**config.mk**
```make
export PLATFORM = sky130hd
export DESIGN_NAME = stack_machine_executor_unit
export DESIGN_NICKNAME = d
export VERILOG_FILES = /design/src/rtl/core/sme_pkg.sv /design/src/rtl/core/sme_div.sv /design/src/rtl/core/sme_dp.sv /design/src/rtl/core/sme_ctrl.sv /design/src/rtl/core/stack_machine_executor_unit.sv
export VERILOG_INCLUDE_DIRS = /design/src /design/src/rtl/core
export SDC_FILE = /design/constraint.sdc
export NUM_CORES = 2
export LEC_CHECK = 0
export ABC_CLOCK_PERIOD_IN_PS = 23800
export BUFFER_PORTS_ARGS = -buffer_cell sky130_fd_sc_hd__buf_2
export CORE_ASPECT_RATIO = 0.5
export CORE_MARGIN = 2
export CORE_UTILIZATION = 65
export CTS_CLUSTER_SIZE = 12
export DETAILED_ROUTE_END_ITERATION = 10
export HOLD_SLACK_MARGIN = 0.06
export PLACE_DENSITY_LB_ADDON = 0.1
export SYNTH_ARGS = -nofsm -noshare
export SYNTH_HDL_FRONTEND = slang
export SYNTH_HIERARCHICAL = 1
export SYNTH_SLANG_ARGS = --single-unit
export TNS_END_PERCENT = 10
```
**constraint.sdc**
```tcl
create_clock -name clk -period 23.8 [get_ports clk]
set_input_delay 1.19 -clock clk [delete_from_list [all_inputs] [get_ports clk]]
set_output_delay 1.19 -clock clk [all_outputs]
set_load 0.02 [all_outputs]
```
**src/rtl/core/assert_macros.svh**
```systemverilog
// ----------------------------------------------------------------------------
// assert_macros.svh
// assertion macros shared by the rtl, compiled out with NO_ASSERTIONS
// ----------------------------------------------------------------------------
`ifndef ASSERT_MACROS_SVH
`define ASSERT_MACROS_SVH
`ifndef NO_ASSERTIONS
`define ASSERT_ALWAYS(lbl, clk, rst_n, expr) \
	lbl: assert property (@(posedge clk) disable iff (!rst_n) (expr)) \
		else $error("assertion failed");
`define ASSERT_IMPL(lbl, clk, rst_n, ante, cons) \
	lbl: assert property (@(posedge clk) disable iff (!rst_n) (ante) |-> (cons)) \
		else $error("assertion failed");
`define ASSERT_NEXT(lbl, clk, rst_n, ante, cons) \
	lbl: assert property (@(posedge clk) disable iff (!rst_n) (ante) |=> (cons)) \
		else $error("assertion failed");
`else
`define ASSERT_ALWAYS(lbl, clk, rst_n, expr)
`define ASSERT_IMPL(lbl, clk, rst_n, ante, cons)
`define ASSERT_NEXT(lbl, clk, rst_n, ante, cons)
`endif
`endif

```
**src/rtl/core/sme_pkg.sv**
```systemverilog
// ----------------------------------------------------------------------------
// sme_pkg
// shared types and constants of the stack machine executor
// ----------------------------------------------------------------------------
package sme_pkg;

	localparam int WORD_W = 32;
	localparam int CMD_W = 4;
	localparam int STATUS_W = 3;
	localparam int STACK_DEPTH_DEF = 64;

	typedef enum logic [CMD_W-1:0] {
		OP_PUSH  = 4'd0,
		OP_POP   = 4'd1,
		OP_SWAP  = 4'd2,
		OP_ADD   = 4'd3,
		OP_SUB   = 4'd4,
		OP_MUL   = 4'd5,
		OP_DIV   = 4'd6,
		OP_MOD   = 4'd7,
		OP_PEEK  = 4'd8,
		OP_PRINT = 4'd9,
		OP_NOP   = 4'd10
	} op_code_t;

	localparam logic [STATUS_W-1:0] ST_OK    = 3'd0;
	localparam logic [STATUS_W-1:0] ST_EMPTY = 3'd1;
	localparam logic [STATUS_W-1:0] ST_SHORT = 3'd2;
	localparam logic [STATUS_W-1:0] ST_DIVZ  = 3'd3;
	localparam logic [STATUS_W-1:0] ST_FULL  = 3'd4;

	typedef enum logic [2:0] {
		DP_NONE,
		DP_PUSH,
		DP_POP,
		DP_SWAP,
		DP_ALU
	} dp_op_t;

	typedef struct packed {
		dp_op_t              op;
		logic [CMD_W-1:0]    alu_fn;
		logic                in_load;
		logic                rd_en;
		logic                rd_use_ptr;
		logic                ptr_load;
		logic                ptr_dec;
		logic                div_start;
		logic                out_load;
		logic                out_sel_rd;
		logic [STATUS_W-1:0] out_status;
		logic                out_last;
	} dp_cmd_t;

	typedef struct packed {
		logic cnt_zero;
		logic cnt_lt2;
		logic cnt_full;
		logic top_zero;
		logic ptr_zero;
		logic div_done;
		logic out_free;
	} dp_stat_t;

endpackage

```
**src/rtl/core/sme_div.sv**
```systemverilog
// ----------------------------------------------------------------------------
// sme_div
// signed 32-bit divider, shift-subtract, one quotient bit per cycle
// ----------------------------------------------------------------------------
module sme_div (
	input  logic                        clk,
	input  logic                        arst_n,
	input  logic                        start,
	input  logic [sme_pkg::WORD_W-1:0]  dividend,
	input  logic [sme_pkg::WORD_W-1:0]  divisor,
	output logic                        done,
	output logic [sme_pkg::WORD_W-1:0]  quotient,
	output logic [sme_pkg::WORD_W-1:0]  remainder
);
	import sme_pkg::*;

	localparam int SW = $clog2(WORD_W);

	logic [WORD_W-1:0] rem_q, quo_q, dvs_q;
	logic [SW-1:0]     cnt_q;
	logic              busy_q, done_q, negq_q, negr_q;
	logic [WORD_W:0]   trial;
	logic              ge;
	logic [WORD_W:0]   diff;

	assign trial = {rem_q, quo_q[WORD_W-1]};
	assign ge    = trial >= {1'b0, dvs_q};
	assign diff  = trial - {1'b0, dvs_q};

	always_ff @(posedge clk or negedge arst_n) begin
		if (!arst_n) begin
			busy_q <= 1'b0;
			done_q <= 1'b0;
		end else begin
			done_q <= 1'b0;
			if (start) begin
				busy_q <= 1'b1;
			end else if (busy_q && cnt_q == SW'(WORD_W - 1)) begin
				busy_q <= 1'b0;
				done_q <= 1'b1;
			end
		end
	end

	always_ff @(posedge clk) begin
		if (start) begin
			rem_q  <= '0;
			quo_q  <= dividend[WORD_W-1] ? (~dividend + 1'b1) : dividend;
			dvs_q  <= divisor[WORD_W-1] ? (~divisor + 1'b1) : divisor;
			negq_q <= dividend[WORD_W-1] ^ divisor[WORD_W-1];
			negr_q <= dividend[WORD_W-1];
			cnt_q  <= '0;
		end else if (busy_q) begin
			rem_q <= ge ? diff[WORD_W-1:0] : trial[WORD_W-1:0];
			quo_q <= {quo_q[WORD_W-2:0], ge};
			cnt_q <= cnt_q + 1'b1;
		end
	end

	assign done      = done_q;
	assign quotient  = negq_q ? (~quo_q + 1'b1) : quo_q;
	assign remainder = negr_q ? (~rem_q + 1'b1) : rem_q;

endmodule

```
**src/rtl/core/sme_dp.sv**
```systemverilog
// ----------------------------------------------------------------------------
// sme_dp
// stack datapath: stack memory, top register, alu, divider, output register
// ----------------------------------------------------------------------------
module sme_dp #(
	parameter int STACK_DEPTH = sme_pkg::STACK_DEPTH_DEF
) (
	input  logic                               clk,
	input  logic                               arst_n,
	input  sme_pkg::dp_cmd_t                   cmd,
	output sme_pkg::dp_stat_t                  stat,
	input  logic signed [sme_pkg::WORD_W-1:0]  push_value,
	input  logic                               out_ready,
	output logic                               out_valid,
	output logic signed [sme_pkg::WORD_W-1:0]  result_value,
	output logic [sme_pkg::STATUS_W-1:0]       status,
	output logic                               last
);
	import sme_pkg::*;

	localparam int CW = $clog2(STACK_DEPTH + 1);
	localparam int AW = $clog2(STACK_DEPTH);

	logic [WORD_W-1:0]   mem [STACK_DEPTH];
	logic [CW-1:0]       count_q;
	logic [AW-1:0]       ptr_q;
	logic [WORD_W-1:0]   top_q, rd_q, val_q;
	logic [CW-1:0]       cnt_m1, cnt_m2;
	logic [AW-1:0]       rd_addr, wr_addr;
	logic                wr_en;
	logic [WORD_W-1:0]   alu_r, mul_lo, div_q, div_r, topz;
	logic                div_done;
	logic                valid_q;
	logic [WORD_W-1:0]   res_q;
	logic [STATUS_W-1:0] status_q;
	logic                last_q;

	assign cnt_m1  = count_q - 1'b1;
	assign cnt_m2  = count_q - CW'(2);
	assign rd_addr = cmd.rd_use_ptr ? ptr_q : cnt_m2[AW-1:0];
	assign wr_en   = (cmd.op == DP_PUSH && count_q != '0) || cmd.op == DP_SWAP;
	assign wr_addr = (cmd.op == DP_SWAP) ? cnt_m2[AW-1:0] : cnt_m1[AW-1:0];

	// top of stack lives in top_q, entries below it in memory
	always_ff @(posedge clk) begin
		if (wr_en) begin
			mem[wr_addr] <= top_q;
		end
		if (cmd.rd_en) begin
			rd_q <= mem[rd_addr];
		end
	end

	sme_div u_div (
		.clk       (clk),
		.arst_n    (arst_n),
		.start     (cmd.div_start),
		.dividend  (rd_q),
		.divisor   (top_q),
		.done      (div_done),
		.quotient  (div_q),
		.remainder (div_r)
	);

	assign mul_lo = rd_q * top_q;

	always_comb begin
		case (cmd.alu_fn)
			OP_ADD:  alu_r = rd_q + top_q;
			OP_SUB:  alu_r = rd_q - top_q;
			OP_MUL:  alu_r = mul_lo;
			OP_DIV:  alu_r = div_q;
			OP_MOD:  alu_r = div_r;
			default: alu_r = rd_q;
		endcase
	end

	always_ff @(posedge clk or negedge arst_n) begin
		if (!arst_n) begin
			count_q <= '0;
		end else begin
			case (cmd.op)
				DP_PUSH: count_q <= count_q + 1'b1;
				DP_POP:  count_q <= cnt_m1;
				DP_ALU:  count_q <= cnt_m1;
				default: count_q <= count_q;
			endcase
		end
	end

	always_ff @(posedge clk) begin
		if (cmd.in_load) begin
			val_q <= push_value;
		end
		case (cmd.op)
			DP_PUSH: top_q <= val_q;
			DP_POP:  top_q <= rd_q;
			DP_SWAP: top_q <= rd_q;
			DP_ALU:  top_q <= alu_r;
			default: top_q <= top_q;
		endcase
		if (cmd.ptr_load) begin
			ptr_q <= cnt_m2[AW-1:0];
		end else if (cmd.ptr_dec) begin
			ptr_q <= ptr_q - 1'b1;
		end
	end

	assign topz = (count_q == '0) ? '0 : top_q;

	always_ff @(posedge clk or negedge arst_n) begin
		if (!arst_n) begin
			valid_q <= 1'b0;
		end else if (cmd.out_load) begin
			valid_q <= 1'b1;
		end else if (out_ready) begin
			valid_q <= 1'b0;
		end
	end

	always_ff @(posedge clk) begin
		if (cmd.out_load) begin
			res_q    <= cmd.out_sel_rd ? rd_q : topz;
			status_q <= cmd.out_status;
			last_q   <= cmd.out_last;
		end
	end

	assign stat.cnt_zero = count_q == '0;
	assign stat.cnt_lt2  = count_q < CW'(2);
	assign stat.cnt_full = count_q >= CW'(STACK_DEPTH);
	assign stat.top_zero = top_q == '0;
	assign stat.ptr_zero = ptr_q == '0;
	assign stat.div_done = div_done;
	assign stat.out_free = !valid_q || out_ready;

	assign out_valid    = valid_q;
	assign result_value = res_q;
	assign status       = status_q;
	assign last         = last_q;

endmodule

```
**src/rtl/core/sme_ctrl.sv**
```systemverilog
// ----------------------------------------------------------------------------
// sme_ctrl
// command sequencer: decodes one command and steps the datapath through it
// ----------------------------------------------------------------------------
module sme_ctrl (
	input  logic                        clk,
	input  logic                        arst_n,
	input  logic                        in_valid,
	output logic                        in_ready,
	input  logic [sme_pkg::CMD_W-1:0]   command,
	input  sme_pkg::dp_stat_t           stat,
	output sme_pkg::dp_cmd_t            cmd
);
	import sme_pkg::*;

	typedef enum logic [3:0] {
		S_IDLE,
		S_DECODE,
		S_POP_FIN,
		S_SWAP_FIN,
		S_ALU_FIN,
		S_DIV_GO,
		S_DIV_WAIT,
		S_EMIT,
		S_PR_RD,
		S_PR_EMIT
	} state_t;

	state_t              state_q;
	logic [CMD_W-1:0]    cmd_q;
	logic [STATUS_W-1:0] emit_status_q;
	logic                emit_last_q;
	logic                print_q;
	logic                accept;

	assign in_ready = state_q == S_IDLE;
	assign accept   = in_valid && in_ready;

	always_ff @(posedge clk or negedge arst_n) begin
		if (!arst_n) begin
			state_q       <= S_IDLE;
			cmd_q         <= OP_NOP;
			emit_status_q <= ST_OK;
			emit_last_q   <= 1'b1;
			print_q       <= 1'b0;
		end else begin
			case (state_q)
				S_IDLE: begin
					if (accept) begin
						cmd_q   <= command;
						state_q <= S_DECODE;
					end
				end
				S_DECODE: begin
					emit_status_q <= ST_OK;
					emit_last_q   <= 1'b1;
					print_q       <= 1'b0;
					state_q       <= S_EMIT;
					case (cmd_q)
						OP_PUSH: begin
							if (stat.cnt_full) begin
								emit_status_q <= ST_FULL;
							end
						end
						OP_POP: begin
							if (stat.cnt_zero) begin
								emit_status_q <= ST_EMPTY;
							end else begin
								state_q <= S_POP_FIN;
							end
						end
						OP_SWAP: begin
							if (stat.cnt_lt2) begin
								emit_status_q <= ST_SHORT;
							end else begin
								state_q <= S_SWAP_FIN;
							end
						end
						OP_ADD, OP_SUB, OP_MUL: begin
							if (stat.cnt_lt2) begin
								emit_status_q <= ST_SHORT;
							end else begin
								state_q <= S_ALU_FIN;
							end
						end
						OP_DIV, OP_MOD: begin
							if (stat.cnt_lt2) begin
								emit_status_q <= ST_SHORT;
							end else if (stat.top_zero) begin
								emit_status_q <= ST_DIVZ;
							end else begin
								state_q <= S_DIV_GO;
							end
						end
						OP_PEEK: begin
							if (stat.cnt_zero) begin
								emit_status_q <= ST_EMPTY;
							end
						end
						OP_PRINT: begin
							emit_last_q <= stat.cnt_lt2;
							print_q     <= 1'b1;
						end
						default: begin
							emit_status_q <= ST_OK;
						end
					endcase
				end
				S_POP_FIN:  state_q <= S_EMIT;
				S_SWAP_FIN: state_q <= S_EMIT;
				S_ALU_FIN:  state_q <= S_EMIT;
				S_DIV_GO:   state_q <= S_DIV_WAIT;
				S_DIV_WAIT: begin
					if (stat.div_done) begin
						state_q <= S_EMIT;
					end
				end
				S_EMIT: begin
					if (stat.out_free) begin
						state_q <= (print_q && !emit_last_q) ? S_PR_RD : S_IDLE;
					end
				end
				S_PR_RD: state_q <= S_PR_EMIT;
				S_PR_EMIT: begin
					if (stat.out_free) begin
						state_q <= stat.ptr_zero ? S_IDLE : S_PR_RD;
					end
				end
				default: state_q <= S_IDLE;
			endcase
		end
	end

	always_comb begin
		cmd            = '0;
		cmd.op         = DP_NONE;
		cmd.alu_fn     = cmd_q;
		cmd.in_load    = accept;
		cmd.out_status = emit_status_q;
		cmd.out_last   = emit_last_q;
		case (state_q)
			S_DECODE: begin
				case (cmd_q)
					OP_PUSH: begin
						if (!stat.cnt_full) begin
							cmd.op = DP_PUSH;
						end
					end
					OP_POP, OP_SWAP, OP_ADD, OP_SUB, OP_MUL: begin
						cmd.rd_en = !stat.cnt_lt2;
					end
					OP_DIV, OP_MOD: begin
						cmd.rd_en = !stat.cnt_lt2 && !stat.top_zero;
					end
					OP_PRINT: begin
						cmd.ptr_load = 1'b1;
					end
					default: begin
						cmd.op = DP_NONE;
					end
				endcase
			end
			S_POP_FIN:  cmd.op = DP_POP;
			S_SWAP_FIN: cmd.op = DP_SWAP;
			S_ALU_FIN:  cmd.op = DP_ALU;
			S_DIV_GO:   cmd.div_start = 1'b1;
			S_DIV_WAIT: begin
				if (stat.div_done) begin
					cmd.op = DP_ALU;
				end
			end
			S_EMIT: begin
				cmd.out_load = stat.out_free;
			end
			S_PR_RD: begin
				cmd.rd_en      = 1'b1;
				cmd.rd_use_ptr = 1'b1;
			end
			S_PR_EMIT: begin
				cmd.out_load   = stat.out_free;
				cmd.out_sel_rd = 1'b1;
				cmd.out_status = ST_OK;
				cmd.out_last   = stat.ptr_zero;
				cmd.ptr_dec    = stat.out_free && !stat.ptr_zero;
			end
			default: begin
				cmd.op = DP_NONE;
			end
		endcase
	end

endmodule

```
**src/rtl/core/stack_machine_executor_unit.sv**
```systemverilog
// ----------------------------------------------------------------------------
// stack_machine_executor_unit
// stack machine on a bounded stack of signed 32-bit words
// ----------------------------------------------------------------------------
// input channel: in_valid/in_ready with command and push_value; one command
// per transaction. output channel: out_valid/out_ready with result_value,
// status and last; every command gives one transaction, print-all one per
// stack word (a zero when empty), top first, last set on the final one.
// a command is taken only while the sequencer is idle. after decode, push,
// peek, nop and all errors go straight to the output load; pop, swap, add,
// sub and mul pass a finishing state first; div and mod start the 32-step
// shift-subtract divider and wait for its done. print-all loads the top
// word, then one read of the stack memory and one load per further word.
// the next command can be taken in the cycle after the last output is loaded.
// results sit in an output register; while the receiver stalls a finished
// result is held there and the sequencer waits before loading the next one.
// reset empties the stack and the output register; stack memory is not
// cleared, only words that were pushed are ever read.
// ----------------------------------------------------------------------------
`include "assert_macros.svh"

module stack_machine_executor_unit #(
	parameter int STACK_DEPTH = sme_pkg::STACK_DEPTH_DEF
) (
	input  logic                               clk,
	input  logic                               arst_n,
	input  logic                               in_valid,
	output logic                               in_ready,
	input  logic [sme_pkg::CMD_W-1:0]          command,
	input  logic signed [sme_pkg::WORD_W-1:0]  push_value,
	output logic                               out_valid,
	input  logic                               out_ready,
	output logic signed [sme_pkg::WORD_W-1:0]  result_value,
	output logic [sme_pkg::STATUS_W-1:0]       status,
	output logic                               last
);
	import sme_pkg::*;

	dp_cmd_t  dp_cmd;
	dp_stat_t dp_stat;

	sme_ctrl u_ctrl (
		.clk      (clk),
		.arst_n   (arst_n),
		.in_valid (in_valid),
		.in_ready (in_ready),
		.command  (command),
		.stat     (dp_stat),
		.cmd      (dp_cmd)
	);

	sme_dp #(
		.STACK_DEPTH (STACK_DEPTH)
	) u_dp (
		.clk          (clk),
		.arst_n       (arst_n),
		.cmd          (dp_cmd),
		.stat         (dp_stat),
		.push_value   (push_value),
		.out_ready    (out_ready),
		.out_valid    (out_valid),
		.result_value (result_value),
		.status       (status),
		.last         (last)
	);

	`ASSERT_IMPL(a_load_when_free, clk, arst_n, dp_cmd.out_load, dp_stat.out_free)
	`ASSERT_IMPL(a_no_push_full, clk, arst_n, dp_cmd.op == DP_PUSH, !dp_stat.cnt_full)
	`ASSERT_IMPL(a_read_in_range, clk, arst_n, dp_cmd.rd_en && !dp_cmd.rd_use_ptr, !dp_stat.cnt_lt2)
	`ASSERT_NEXT(a_one_at_a_time, clk, arst_n, in_valid && in_ready, !in_ready)

endmodule
```
==> impl_metrics.tcl <==
set metrics [dict create \
    die_h_microns 299 \
    postCtsSetupRepairBufs 0 \
    drt-total-wl_microns 333000 \
    drv_cap 1 \
    root_buffer "clkbuf_16" \
    numPortBuffers 77 \
    cts.sinks 2312 \
    cts-resized-gates 0 \
    io_pins 78 \
    syn2layout_area_growth_pct 8.57 \
    grt_usage 0.380 \
    cp-end-kind "register" \
    ys.flop_type "edfxtp_1" \
    coreArea_sq_mm 0.173 \
    numCtsBuffers 221 \
    die_w_microns 594 \
    slew_violations 2 \
    worstHoldPathType "in -> async" \
    most-common-layout-cells "edfxtp_1 (2252), nand2_1 (971), mux4_2 (512)" \
    gr-total-overflow 0 \
    drtIter0Drc 10400 \
    worstSkewPairLatency_ns 0.88 \
    cts_buffer_depth 4 \
    clkSlewWorstSetupHoldPaths_ns 0.07 \
    via_per_inst 7.00 \
    first_global_vias 70300 \
    antenna_found_initial 20 \
    fmaxAchievable_mhz 117 \
    syn_nets 8207 \
    row_count 108 \
    fillCellCount 11000 \
    critPathArrivalTime_ns 9.09 \
    postSynthAreaPerCell_sq_um 15.0 \
    layout_commonest_cell "edfxtp_1" \
    tightest_slew_ns 1.55 \
    tritoncts "built" \
    rsz0062_at_grt "no" \
    holdWs_ns 0.470 \
    synth_warnings 6 \
    reg2regPathDepth 25 \
    drc 0 \
    period_minus_slack_ns 8.53 \
    cp_max_fo 83 \
    hold_buffers 0 \
    fin_worst_skew_ns 0.0790 \
    status "complete, but fails checks" \
    cts_max_level 4 \
    seq_area_frac_synth 0.609 \
    crit_required_ns 24.36 \
    drtPass1Iterations 8 \
    grt_pass1_wl_microns 485000 \
    vias 69900 \
    finalCritPeriodShare 0.358 \
    ys_ff_latch 2312 \
    violations "max-capacitance violations, max-slew violations" \
    gp_congestion 0.928 \
    start_kind "register" \
    die-area_sq_mm 0.178 \
    async_reset_ff_frac 0.00995 \
    synth_edf_count 2252 \
    setup.worst_path.class "reg -> reg" \
    synthCells 7555 \
    fin_setup_tns_ns 0 \
    start_util 0.653 \
    dp_hpwl_microns 199000 \
    finalHoldViolations 0 \
    relSlewSlack -0.0422 \
    final_nets 8279 \
    grt_max_degree 121 \
    synth_cell_types 88 \
    wire_per_inst_microns 33.4 \
    setup_viol 0 \
    synth_area_sq_mm 0.113 \
    postRouteAntennaNets 0 \
    layout-drive-gt1-share 0.156 \
]
[stage by stage]
stage	utilization	instances	worst slack (ns)	area [sq um]
4_1_cts	0.709	9973	15.32	123000
3_5_place_dp	0.675	9714	15.35	117000
3_3_place_gp	0.675	9714	15.46	117000
2_1_floorplan	-	7555	15.85	113000
5_1_grt	0.709	9973	14.92	123000
6_report	0.709	9981	15.27	123000
[state kept, by name (all words and copies together) (netlist names), 3 cells and up]
register,count
u_dp/mem,2048
u_dp/rd_q,32
u_dp/result_value,32
u_dp/top_q,32
u_dp/u_div/dvs_q,32
u_dp/u_div/quo_q,32
u_dp/u_div/rem_q,32
u_dp/val_q,32
u_dp/count_q,7
u_dp/ptr_q,6
u_dp/u_div/cnt_q,5
u_ctrl/cmd_q,4
u_ctrl/state_q,4
u_ctrl/emit_status_q,3
u_dp/status,3
[kinds of logic (layout without fill, tap and decap cells)]
family,count (synthesis),after routing,synth area share
xor+xnor,306,306,0.0237
buf+inv,904,1012,0.0317
flops,2312,2312,0.609
mux,540,540,0.105
other cells,0,8,0
simple gates,2011,2011,0.0836
fa+ha+maj,613,613,0.0950
compound gates,869,869,0.0522
[per-layer routing]
layer  global-route usage  vias up  wire length (microns)
met5                    0        -                     26
met4                0.160        4                  16400
met3               0.0921      811                  45200
met2                0.567     5019                 149000
met1                0.548    35900                 122000
li1                     -    28200                      -
[synthesized netlist by cell type, drive strengths merged, types with 11 or more instances]
master | instances | share of area
edfxtp | 2252 | 0.60
nand2 | 972 | 0.032
mux4 | 512 | 0.10
inv | 450 | 0.015
fa | 410 | 0.073
clkbuf | 319 | 0.011
and2 | 316 | 0.017
nor2 | 232 | 0.0077
xnor2 | 210 | 0.016
o21ai | 203 | 0.0090
ha | 202 | 0.022
nand3 | 190 | 0.0084
a21oi | 178 | 0.0079
buf | 134 | 0.0061
a311oi | 120 | 0.0093
xor2 | 96 | 0.0074
and3 | 78 | 0.0043
a31oi | 54 | 0.0030
o31ai | 46 | 0.0031
nor3 | 38 | 0.0017
dfxtp | 37 | 0.0065
nand2b | 36 | 0.0020
a21o | 35 | 0.0023
or3 | 30 | 0.0021
o41ai | 29 | 0.0026
o211ai | 28 | 0.0019
a221oi | 26 | 0.0020
or4 | 25 | 0.0018
dfrtp | 20 | 0.0044
nand4 | 20 | 0.0011
a22oi | 18 | 0.0012
nor2b | 17 | 0.00094
nor4 | 17 | 0.0011
a211oi | 15 | 0.0010
mux2i | 15 | 0.0013
o21a | 14 | 0.00093
a221o | 13 | 0.0011
mux2 | 13 | 0.0014
or2 | 12 | 0.00069
o21bai | 11 | 0.00073
[worst paths after layout]
path / startpoint / end / slack, ns
min: arst_n / u_dp/u_div/busy_q$_DFFE_PN0P_ / 0.47
max in group asynchronous: arst_n / u_dp/out_valid$_DFFE_PN0P_ / 22.73
max: u_dp/top_q[6]$_DFFE_PP_ / u_dp/top_q[30]$_DFFE_PP_ / 15.27
min in group clk: u_ctrl/print_q$_DFFE_PN0P_ / u_ctrl/print_q$_DFFE_PN0P_ / 0.50
min reg2reg: u_ctrl/print_q$_DFFE_PN0P_ / u_ctrl/print_q$_DFFE_PN0P_ / 0.50
max reg2reg: u_dp/top_q[6]$_DFFE_PP_ / u_dp/top_q[30]$_DFFE_PP_ / 15.27
[final cells by class]
cell class              instances  area [sq um]  area share
flip-flops and latches       2312         68900       0.561
multi-input cells            4339         41300       0.336
clock buffers                 248          5740      0.0467
well taps                    2310          2890      0.0235
repair buffers                302          2160      0.0176
inverters                     451          1690      0.0138
clock inverters                11           115    0.000937
diodes                          8          20.0    0.000163
[critical path, stage by stage (launching register included)]
cell,delay (ns)
edfxtp_1,0.80
buf_4,0.79
and2_1,0.27
fa_1,0.44
fa_1,0.49
fa_1,0.52
inv_1,0.05
fa_1,0.48
inv_1,0.05
fa_1,0.50
inv_1,0.06
fa_1,0.53
inv_1,0.05
fa_1,0.49
fa_1,0.42
ha_1,0.41
nand3_1,0.15
nor2_1,0.16
and3_1,0.17
nand3_1,0.13
a31oi_1,0.36
nor3_1,0.11
o31ai_1,0.33
xnor2_1,0.17
nor2_1,0.06
a211o_1,0.22
Power is not shown: default switching activity piles up to over one toggle a cycle in this logic, so the estimate is an artifact.
